<file path="config.mk">
export PLATFORM = sky130hd
export DESIGN_NAME = ppq_ctrl
export DESIGN_NICKNAME = d
export VERILOG_FILES = /design/src/ppq_pkg.sv /design/src/ppq_ctrl.sv
export SDC_FILE = /design/constraint.sdc
export NUM_CORES = 1
export LEC_CHECK = 0
export BUFFER_PORTS_ARGS = -buffer_cell sky130_fd_sc_hd__buf_4
export CAP_MARGIN = 20
export CORE_ASPECT_RATIO = 0.6
export CORE_UTILIZATION = 40
export DETAILED_ROUTE_END_ITERATION = 12
export GPL_ROUTABILITY_DRIVEN = 0
export SLEW_MARGIN = 10
export SYNTH_ARGS = -nofsm -noshare
export SYNTH_HDL_FRONTEND = slang
export SYNTH_SLANG_ARGS = --single-unit
</file>
<file path="constraint.sdc">
create_clock -name clock -period 7.6 [get_ports clock]
set_input_delay 1.52 -clock clock [delete_from_list [all_inputs] [get_ports clock]]
set_output_delay 1.52 -clock clock [all_outputs]
set_load 0.1 [all_outputs]
</file>
<file path="src/ppq_pkg.sv">
// Shared types and constants of the push-out priority packet queue.
package ppq_pkg;

   // Default sizes
   localparam int QUEUE_DEPTH_DEF = 64;
   localparam int NUM_PORTS_DEF   = 4;
   localparam int HANDLE_BITS_DEF = 32;

   // Field widths of the request, response and register ports
   localparam int OP_W       = 1;
   localparam int PORT_FLD_W = 2;
   localparam int HANDLE_W   = 32;
   localparam int SERVICE_W  = 8;
   localparam int STATUS_W   = 3;
   localparam int CSR_W      = 7;

   localparam logic [CSR_W-1:0] THRESHOLD_RESET = 7'd32;

   typedef enum logic [OP_W-1:0] {
      OP_ENQUEUE = 1'b0,
      OP_DEQUEUE = 1'b1
   } op_type;

   typedef enum logic [STATUS_W-1:0] {
      ST_ENQUEUED  = 3'd0,
      ST_NOT_IPV4  = 3'd1,
      ST_SLOW_DROP = 3'd2,
      ST_REPLACED  = 3'd3,
      ST_FULL_DROP = 3'd4,
      ST_DEQUEUED  = 3'd5,
      ST_EMPTY     = 3'd6
   } status_type;

   // Request control bits handed to the queue controller
   typedef struct packed {
      logic   valid;
      op_type op;
      logic   is_ipv4;
      logic   slow;
   } ppq_req_type;

   // Response control bits from the queue controller
   typedef struct packed {
      logic       valid;
      status_type status;
   } ppq_rsp_type;

endpackage

</file>
<file path="src/ppq_ctrl.sv">
// Queue controller: per-port pointers, admission decision and RAM addressing.
module ppq_ctrl #(
   parameter int QUEUE_DEPTH = ppq_pkg::QUEUE_DEPTH_DEF,
   parameter int NUM_PORTS   = ppq_pkg::NUM_PORTS_DEF,
   localparam int IDX_W  = $clog2(QUEUE_DEPTH),
   localparam int PORT_W = (NUM_PORTS > 1) ? $clog2(NUM_PORTS) : 1,
   localparam int ADDR_W = PORT_W + IDX_W
) (
   input  logic                                    clock,
   input  logic                                    reset,
   input  ppq_pkg::ppq_req_type                    req_in,
   input  logic [ppq_pkg::PORT_FLD_W-1:0]          req_port,
   input  logic                                    csr_write,
   input  logic [ppq_pkg::CSR_W-1:0]               csr_data,
   output logic [ADDR_W-1:0]                       slot_rd_addr,
   output logic                                    slot_wr_en,
   output logic [ADDR_W-1:0]                       slot_wr_addr,
   output logic [ADDR_W-1:0]                       slow_rd_addr,
   input  logic [IDX_W-1:0]                        slow_rd_data,
   output logic                                    slow_wr_en,
   output logic [ADDR_W-1:0]                       slow_wr_addr,
   output logic [IDX_W-1:0]                        slow_wr_data,
   output logic                                    deq_take,
   output ppq_pkg::ppq_rsp_type                    rsp
);

   import ppq_pkg::*;

   localparam int CNT_W = $clog2(QUEUE_DEPTH + 1);
   localparam int CMP_W = (CNT_W > CSR_W) ? CNT_W : CSR_W;
   localparam logic [CNT_W-1:0] DEPTH_CNT = CNT_W'(QUEUE_DEPTH);
   localparam logic [PORT_FLD_W:0] NP_NARROW =
      (NUM_PORTS > 3) ? (PORT_FLD_W + 1)'(4) : (PORT_FLD_W + 1)'(NUM_PORTS);

   // circular index add with wrap at the queue depth
   function automatic logic [IDX_W-1:0] wrap_add(input logic [IDX_W-1:0] a,
                                                 input logic [CNT_W-1:0] b);
      logic [CNT_W:0] s;
      s = (CNT_W + 1)'(a) + (CNT_W + 1)'(b);
      if (s >= (CNT_W + 1)'(QUEUE_DEPTH)) begin
         s = s - (CNT_W + 1)'(QUEUE_DEPTH);
      end
      return IDX_W'(s);
   endfunction

   ppq_req_type      req_ff;
   logic [PORT_W-1:0] port_ff;
   logic [CSR_W-1:0] thr_ff;
   ppq_rsp_type      rsp_ff;

   logic [IDX_W-1:0] queue_head_ff [NUM_PORTS];
   logic [IDX_W-1:0] queue_head_in [NUM_PORTS];
   logic [CNT_W-1:0] queue_count_ff [NUM_PORTS];
   logic [CNT_W-1:0] queue_count_in [NUM_PORTS];
   logic [IDX_W-1:0] slow_head_ff [NUM_PORTS];
   logic [IDX_W-1:0] slow_head_in [NUM_PORTS];
   logic [CNT_W-1:0] slow_count_ff [NUM_PORTS];
   logic [CNT_W-1:0] slow_count_in [NUM_PORTS];

   logic [PORT_FLD_W-1:0] port_mod;
   logic [PORT_W-1:0]     port_a;
   logic [IDX_W-1:0]      qh;
   logic [CNT_W-1:0]      qc;
   logic [IDX_W-1:0]      sh;
   logic [CNT_W-1:0]      sc;
   logic [CNT_W-1:0]      free_slots;
   logic                  low_space;
   logic [IDX_W-1:0]      append_slot;
   logic [IDX_W-1:0]      slow_pos;
   status_type            status_in;

   // port number folded into range
   always_comb begin
      port_mod = req_port;
      for (int i = 0; i < 3; i++) begin
         if ({1'b0, port_mod} >= NP_NARROW) begin
            port_mod = PORT_FLD_W'({1'b0, port_mod} - NP_NARROW);
         end
      end
      port_a = PORT_W'(port_mod);
   end

   // per-port view of the queued request
   assign qh          = queue_head_ff[port_ff];
   assign qc          = queue_count_ff[port_ff];
   assign sh          = slow_head_ff[port_ff];
   assign sc          = slow_count_ff[port_ff];
   assign free_slots  = DEPTH_CNT - qc;
   assign low_space   = CMP_W'(free_slots) < CMP_W'(thr_ff);
   assign append_slot = wrap_add(qh, qc);
   assign slow_pos    = wrap_add(sh, sc);

   // admission and dequeue decision
   always_comb begin
      queue_head_in  = queue_head_ff;
      queue_count_in = queue_count_ff;
      slow_head_in   = slow_head_ff;
      slow_count_in  = slow_count_ff;
      slot_wr_en     = 1'b0;
      slot_wr_addr   = {port_ff, append_slot};
      slow_wr_en     = 1'b0;
      slow_wr_addr   = {port_ff, slow_pos};
      slow_wr_data   = append_slot;
      deq_take       = 1'b0;
      status_in      = ST_ENQUEUED;
      if (req_ff.valid) begin
         unique case (req_ff.op)
            OP_DEQUEUE: begin
               if (qc == '0) begin
                  status_in = ST_EMPTY;
               end else begin
                  deq_take = 1'b1;
                  // retire the side head when it names the head slot
                  if ((sc != '0) && (slow_rd_data == qh)) begin
                     slow_head_in[port_ff]  = wrap_add(sh, CNT_W'(1));
                     slow_count_in[port_ff] = sc - CNT_W'(1);
                  end
                  queue_head_in[port_ff]  = wrap_add(qh, CNT_W'(1));
                  queue_count_in[port_ff] = qc - CNT_W'(1);
                  status_in = ST_DEQUEUED;
               end
            end
            OP_ENQUEUE: begin
               priority if (!req_ff.is_ipv4) begin
                  status_in = ST_NOT_IPV4;
               end else if (low_space && req_ff.slow) begin
                  status_in = ST_SLOW_DROP;
               end else if (low_space && (sc != '0)) begin
                  // push out the oldest slow entry
                  slot_wr_en             = 1'b1;
                  slot_wr_addr           = {port_ff, slow_rd_data};
                  slow_head_in[port_ff]  = wrap_add(sh, CNT_W'(1));
                  slow_count_in[port_ff] = sc - CNT_W'(1);
                  status_in = ST_REPLACED;
               end else if (qc < DEPTH_CNT) begin
                  slot_wr_en              = 1'b1;
                  queue_count_in[port_ff] = qc + CNT_W'(1);
                  if (!low_space && req_ff.slow && (sc < DEPTH_CNT)) begin
                     slow_wr_en             = 1'b1;
                     slow_count_in[port_ff] = sc + CNT_W'(1);
                  end
                  status_in = ST_ENQUEUED;
               end else begin
                  status_in = ST_FULL_DROP;
               end
            end
            default: begin
               status_in = ST_ENQUEUED;
            end
         endcase
      end
   end

   // RAM reads for the incoming request see this cycle's pointer updates
   assign slot_rd_addr = {port_a, queue_head_in[port_a]};
   assign slow_rd_addr = {port_a, slow_head_in[port_a]};

   // control state
   always_ff @(posedge clock) begin
      if (reset) begin
         for (int i = 0; i < NUM_PORTS; i++) begin
            queue_head_ff[i]  <= '0;
            queue_count_ff[i] <= '0;
            slow_head_ff[i]   <= '0;
            slow_count_ff[i]  <= '0;
         end
         thr_ff <= THRESHOLD_RESET;
         req_ff <= '0;
         rsp_ff <= '0;
      end else begin
         queue_head_ff  <= queue_head_in;
         queue_count_ff <= queue_count_in;
         slow_head_ff   <= slow_head_in;
         slow_count_ff  <= slow_count_in;
         if (csr_write) begin
            thr_ff <= csr_data;
         end
         req_ff <= req_in;
         rsp_ff <= '{valid: req_ff.valid, status: status_in};
      end
   end

   // port of the request in flight
   always_ff @(posedge clock) begin
      if (req_in.valid) begin
         port_ff <= port_a;
      end
   end

   assign rsp = rsp_ff;

endmodule

</file>
### After elaboration in Yosys (flattened, before gate mapping)

Index checks and enable logic that the tools add are counted.

* div/mod/pow operators: 0
* eq/ne operators: 9
* mux-type cells: 96
* order comparisons: 10
* shift operators: 0
* multiply operators: 0
* add/sub/neg operators: 13
* reduce and logical (&&, ||, !) cells: 12
* bitwise operators: 4

Operators by type and width (count)
* two-way mux 28 bit: 12
* two-way mux 24 bit: 9
* two-way mux 6 bit: 30
* bitwise mux 28 bit: 4
* one-hot mux 28 bit (2 select lines): 2
* bitwise mux 24 bit: 3
* binary-select mux 6 bit (select 2 bit): 4
* one-hot mux 24 bit (2 select lines): 1
* two-way mux 7 bit: 5
* binary-select mux 7 bit (select 2 bit): 2
* subtractor 6 x 1 -> 6 bit, second input constant: 4
* adder 6 x 7 -> 8 bit: 2
* >= comparator 8 x 7 -> 1 bit, second input constant: 2
* two-way mux 1 bit: 16
* adder 6 x 1 -> 7 bit, second input constant: 2
* adder 7 x 1 -> 7 bit, second input constant: 2
* demux 7 bit (select 2 bit): 1
* >= comparator 7 bit, second input constant: 2
* < comparator 7 bit, second input constant: 2
* subtractor 7 x 1 -> 7 bit, second input constant: 2
* demux 6 bit (select 2 bit): 1
* two-way mux 3 bit: 4
* != test 2 bit, second input constant: 5
* logical NOT 7 bit: 1
* other kinds (17): 26

* word-level logic and storage cells: 168
* input bits: 22
* flip-flop bits (word level): 121
* bits in read-only memories: 0
* latch bits: 0
* memories kept: 0
* output and inout port bits: 45
* bits in writable memories: 0

### Depth between registers and ports, before layout

* word-level depth: 21
* gate-level depth with buffers: 21
* mapped depth without buffers: 18

### Worst setup path after synthesis

Ideal clock, no wire load.

* path kind: register to output
* start: reg port_ff[0]
* end: out slow_rd_addr[0]
* arrival: 7.398 ns
* stages on the path, launching flop included: 22
* slack: -1.318 ns
* required time: 6.080 ns
* path buffers: 4
* path through: edfxtp_1 buf_2 buf_6 buf_6 mux4_2 inv_1 ha_1 nand2_1 o22ai_1 nor2b_1 nand2_1 xnor2_1 ha_1 a21oi_1 o221ai_1 a21oi_4 a31oi_4 or3_1 buf_4 xnor2_1 o22ai_1 a221oi_1

* cells in the longest elaborated chain, start to end: 21
* elaborated cells between the ends (all ways): 51
* classes of those cells: add/sub (3); order compare (4); eq/ne (1); mux (36); bitwise (1); reduce/logical (6)

RTL lines
* start: declaration: RTL line ppq_ctrl.sv:47 `logic [PORT_W-1:0] port_ff;`
* start signal: assignment: RTL line ppq_ctrl.sv:186 `port_ff <= port_a;`
* inverter 2 -> 3 bit (not written as such) (*)
* binary-select mux 6 bit (select 2 bit): RTL line ppq_ctrl.sv:86 `assign sh = slow_head_ff[port_ff];`
* two-way mux 6 bit (not written as such) (2 in a row): RTL line ppq_ctrl.sv:86
* adder 6 x 1 -> 7 bit: RTL line ppq_ctrl.sv:39 `s = (CNT_W + 1)'(a) + (CNT_W + 1)'(b);`
* subtractor 6 x 1 -> 6 bit or >= comparator 7 bit (tied branches): RTL line ppq_ctrl.sv:41, ppq_ctrl.sv:40
* two-way mux 6 bit: RTL line ppq_ctrl.sv:40 `if (s >= (CNT_W + 1)'(QUEUE_DEPTH)) begin`
* two-way mux 6 bit: RTL line ppq_ctrl.sv:128 `end else if (low_space && (sc != '0)) begin`
* two-way mux 6 bit: RTL line ppq_ctrl.sv:126 `end else if (low_space && req_ff.slow) begin`
* [3 not listed]
* bitwise mux 24 bit: RTL line ppq_ctrl.sv:132 `slow_head_in[port_ff] = wrap_add(sh, CNT_W'(1));`
* two-way mux 24 bit: RTL line ppq_ctrl.sv:128
* two-way mux 24 bit: RTL line ppq_ctrl.sv:126
* two-way mux 24 bit: RTL line ppq_ctrl.sv:124 `priority if (!req_ff.is_ipv4) begin`
* one-hot mux 24 bit (2 select lines) (*): RTL line ppq_ctrl.sv:107 `unique case (req_ff.op)`
* two-way mux 24 bit (*): RTL line ppq_ctrl.sv:106 `if (req_ff.valid) begin`
* binary-select mux 6 bit (select 2 bit) (*): RTL line ppq_ctrl.sv:156 `assign slow_rd_addr = {port_a, slow_head_in[port_a]};`
* two-way mux 6 bit (not written as such) (*) (2 in a row): RTL line ppq_ctrl.sv:156
* end: declaration: RTL line ppq_ctrl.sv:18 `output logic [ADDR_W-1:0] slow_rd_addr,`

Mark *: on every way between the ends. The rest lies on a longest branch, timed or not. The select of a mux whose other input is x is not followed.

### Worst setup path after layout

* start: reg port_ff[1]
* end: out slow_rd_addr[4]

The elaborated chain is that of the path after synthesis.

==> impl_metrics.json <==
{
  "drc": 0,
  "synth_mux_area_share_pct": 18.5,
  "min_path_cells": 2,
  "synth_top_family_by_area": "multiplexers",
  "r2r_start": "port_ff[1]",
  "drive_above_1_share_pct": 21.1,
  "hold_buffers": 0,
  "wl_um": 18600,
  "syn-cell-area_um2": 7010,
  "grt_pass1_vias": 5845,
  "whs_endpoint": "queue_count_ff[11]",
  "synth_ff_type": "dfxtp_1",
  "hold_viol_final": 0,
  "finalCritPeriodShare_pct": 93.9,
  "cts_resized": 0,
  "peakVddDrop_v": 0.000174,
  "min_from": "queue_count_ff[11]",
  "seqPwrFrac_pct": 37.6,
  "io_buffers": 66,
  "grt_use_met1_pct": 29.8,
  "p_total_uw": 1730,
  "p_switching_uw": 472,
  "critPathLaunch": "port_ff[1]",
  "post-cts-setup-buffer-count": 0,
  "pwr-share-comb_pct": 13.4,
  "use_met3_pct": 4.88,
  "required_ns": 6.08,
  "final_util_pct": 48.3,
  "finalSetupTns_ns": 0,
  "cts_root_buf": "clkbuf_16",
  "grt_max_degree": 67,
  "crit_path_end_kind": "primary output",
  "htreeDepth": 4,
  "max_freq_ghz": 0.140,
  "period_needed_ns": 7.14,
  "syn-num-nets": 801,
  "drv_slew": 0,
  "synth_fa_ha_area_share_pct": 4.86,
  "hpwlAfterDp_um": 13200,
  "r2r_cells": 17,
  "die_x_um": 173,
  "drtIter0Drc": 494,
  "die_h_um": 105,
  "synth-xor-area-share_pct": 6.25,
  "power.internal_uw": 1260,
  "die-area_um2": 18100,
  "ys_types": 68,
  "finalInstanceArea_um2": 8280,
  "yosys.area_share.simple_pct": 18.3,
  "arrival_ns": 5.62,
  "antenna_left": 0,
  "clkLatencyLatePin_ns": 0.41,
  "setup_viol": 0,
  "grt-ovfl-total": 0,
  "coreArea_um2": 17100,
  "fin_skew_ns": 0.0107,
  "avgSynthCellArea_um2": 9.31,
  "grt_util_met2_pct": 31.9,
  "cts_buffer_depth": 2,
  "layout_commonest_cell": "dfxtp_1",
  "rsz0062_at_grt": "no",
  "netlist_instances": 753,
  "antenna_found_initial": 0,
  "std_cell_rows": 37,
  "ioPinCount": 67,
  "viasPerCell": 5.52,
  "synth_compound_area_share_pct": 12.2,
  "grt_pass1_wl_um": 30200,
  "place_area_um2": 7640,
  "clk_pin_slew_ns": 0.06,
  "synth-seq-cells": 121,
  "seq_area_frac_synth_pct": 34.8,
  "start_util_pct": 40.9,
  "hold_class": "register to register",
  "startpoint_type": "register",
  "tightest_slew_ns": 0.941,
  "r2r_end": "slow_count_ff[4]",
  "p_per_area_nw_per_um2": 209,
  "area_growth_pct": 18.1,
  "cts_tree": "yes",
  "async_flop_share_pct": 0,
  "power.clock.fraction_pct": 49.0,
  "synth_edf_count": 2,
  "maxCapViolCount": 0,
  "firstDrtPassIters": 5,
  "busiest_layer": "met2",
  "reg2reg_slack_ns": 2.57,
  "cellLeakagePower_uw": 0.00321,
  "grtUsageTotal_pct": 21.3,
  "clock_sinks": 121,
  "status": "complete, no violations",
  "via_count": 5755,
  "max-slew-margin-rel_pct": 37.0,
  "final_cell_mix": "dfxtp_1 (119), nor2_1 (95), nand2_1 (77)",
  "cts_buffers": 17,
  "sw_frac_of_total_pct": 27.2,
  "yosys_warnings": 0,
  "wl_per_cell_um": 17.8,
  "crit_type": "register to primary output",
  "fin_nets": 845,
  "n_antenna_cell": 0,
  "crit_fanout": 10
}
through the flow:
step / std cells / setup WS, ns / hold slack, ns
6_report: 1043 / 0.464 / 0.457
4_1_cts: 1041 / 0.222 / 0.457
2_1_floorplan: 753 / -0.352 / 0.432
3_3_place_gp: 1010 / 0.916 / 0.440
5_1_grt: 1043 / 0.193 / 0.476
3_5_place_dp: 1010 / 0.767 / 0.447
power groups by stage:
stage | Combinational [µW] | Clock, µW | Sequential, µW
6_report | 232 | 850 | 652
5_1_grt | 246 | 890 | 653
4_1_cts | 228 | 861 | 654
3_5_place_dp | 227 | 0 | 667
3_3_place_gp | 224 | 0 | 667
2_1_floorplan | 174 | 0 | 672
per-layer routing:
layer	wire length, µm	part of all wire, %
met5	0	0
met4	243	1.3
met3	1180	6.3
met2	7980	43
met1	9200	49
critical path, stage by stage, from the launching register on:
cell and delay [ns]:
edfxtp_1 0.59, mux4_2 0.46, inv_1 0.20, ha_1 0.24
nand2_1 0.07, o22ai_1 0.32, nor2b_1 0.25, nand2_1 0.11
xnor2_1 0.19, ha_1 0.28, a21oi_1 0.15, o221ai_1 0.17
a21oi_4 0.45, a31oi_4 0.17, nor3_2 0.64, nor2_1 0.13
o32a_1 0.39, o221ai_2 0.06, buf_4 0.32
worst max-delay path by stage:
stage	slack (ns)	cells past startpoint	endpoint
after floorplan	-0.35	21	slow_rd_addr[0]
after global placement	0.92	18	slow_rd_addr[4]
after detailed placement	0.77	18	slow_rd_addr[4]
after CTS	0.22	18	slow_rd_addr[4]
after global routing	0.19	18	slow_rd_addr[0]
final	0.46	18	slow_rd_addr[4]
state kept, by name (all words and copies together) (netlist names), named ones only:
register        flops
queue_count_ff     24
queue_head_ff      24
slow_count_ff      24
slow_head_ff       24
thr_ff              7
req_ff              4
rsp                 4
port_ff             2
Yosys cell counts (3+ instances only):
cell type  number  area, µm²
a211oi_1        8       60.1
a21o_1          6       45.0
a21oi_1        38        190
a21oi_4         3       48.8
a31oi_1         6       37.5
and2_1         20        125
buf_1           6       22.5
buf_2           4       20.0
buf_4           7       52.6
buf_6           4       45.0
clkbuf_1       27        101
dfxtp_1       119       2380
ha_1           24        300
inv_1          29        109
mux2_2          7       78.8
mux2i_1        55        551
mux4_2         29        653
nand2_1        77        289
nand2b_1        4       25.0
nand3_1         9       45.0
nand3b_1        4       30.0
nand4_1         3       18.8
nor2_1         95        357
nor2_4          3       33.8
nor2b_1         7       43.8
nor3_1         17       85.1
nor3_4          4       65.1
o211ai_1        3       22.5
o21ai_0        12       60.1
o221ai_1        4       35.0
o22ai_1        19        119
o31ai_1         4       30.0
xnor2_1        38        333
xor2_1         12        105
kinds of logic after synthesis:
family / after synthesis
DFF: 121
and+or+nand+nor: 262
buffers and inverters: 78
AOI/OAI and AO/OA: 124
muxes: 92
adders and majority gates: 26
xor gates and xnor gates: 50
area by class of cell:
cell class,count,area [µm²]
fillers,1642,8850
multi-input cells,554,4260
flip-flops and latches,121,2440
repair buffers,73,548
clock buffers,21,480
well taps,234,293
clock inverters,10,143
inverters,30,113
No activity file was read; power rests on OpenSTA's default activity.
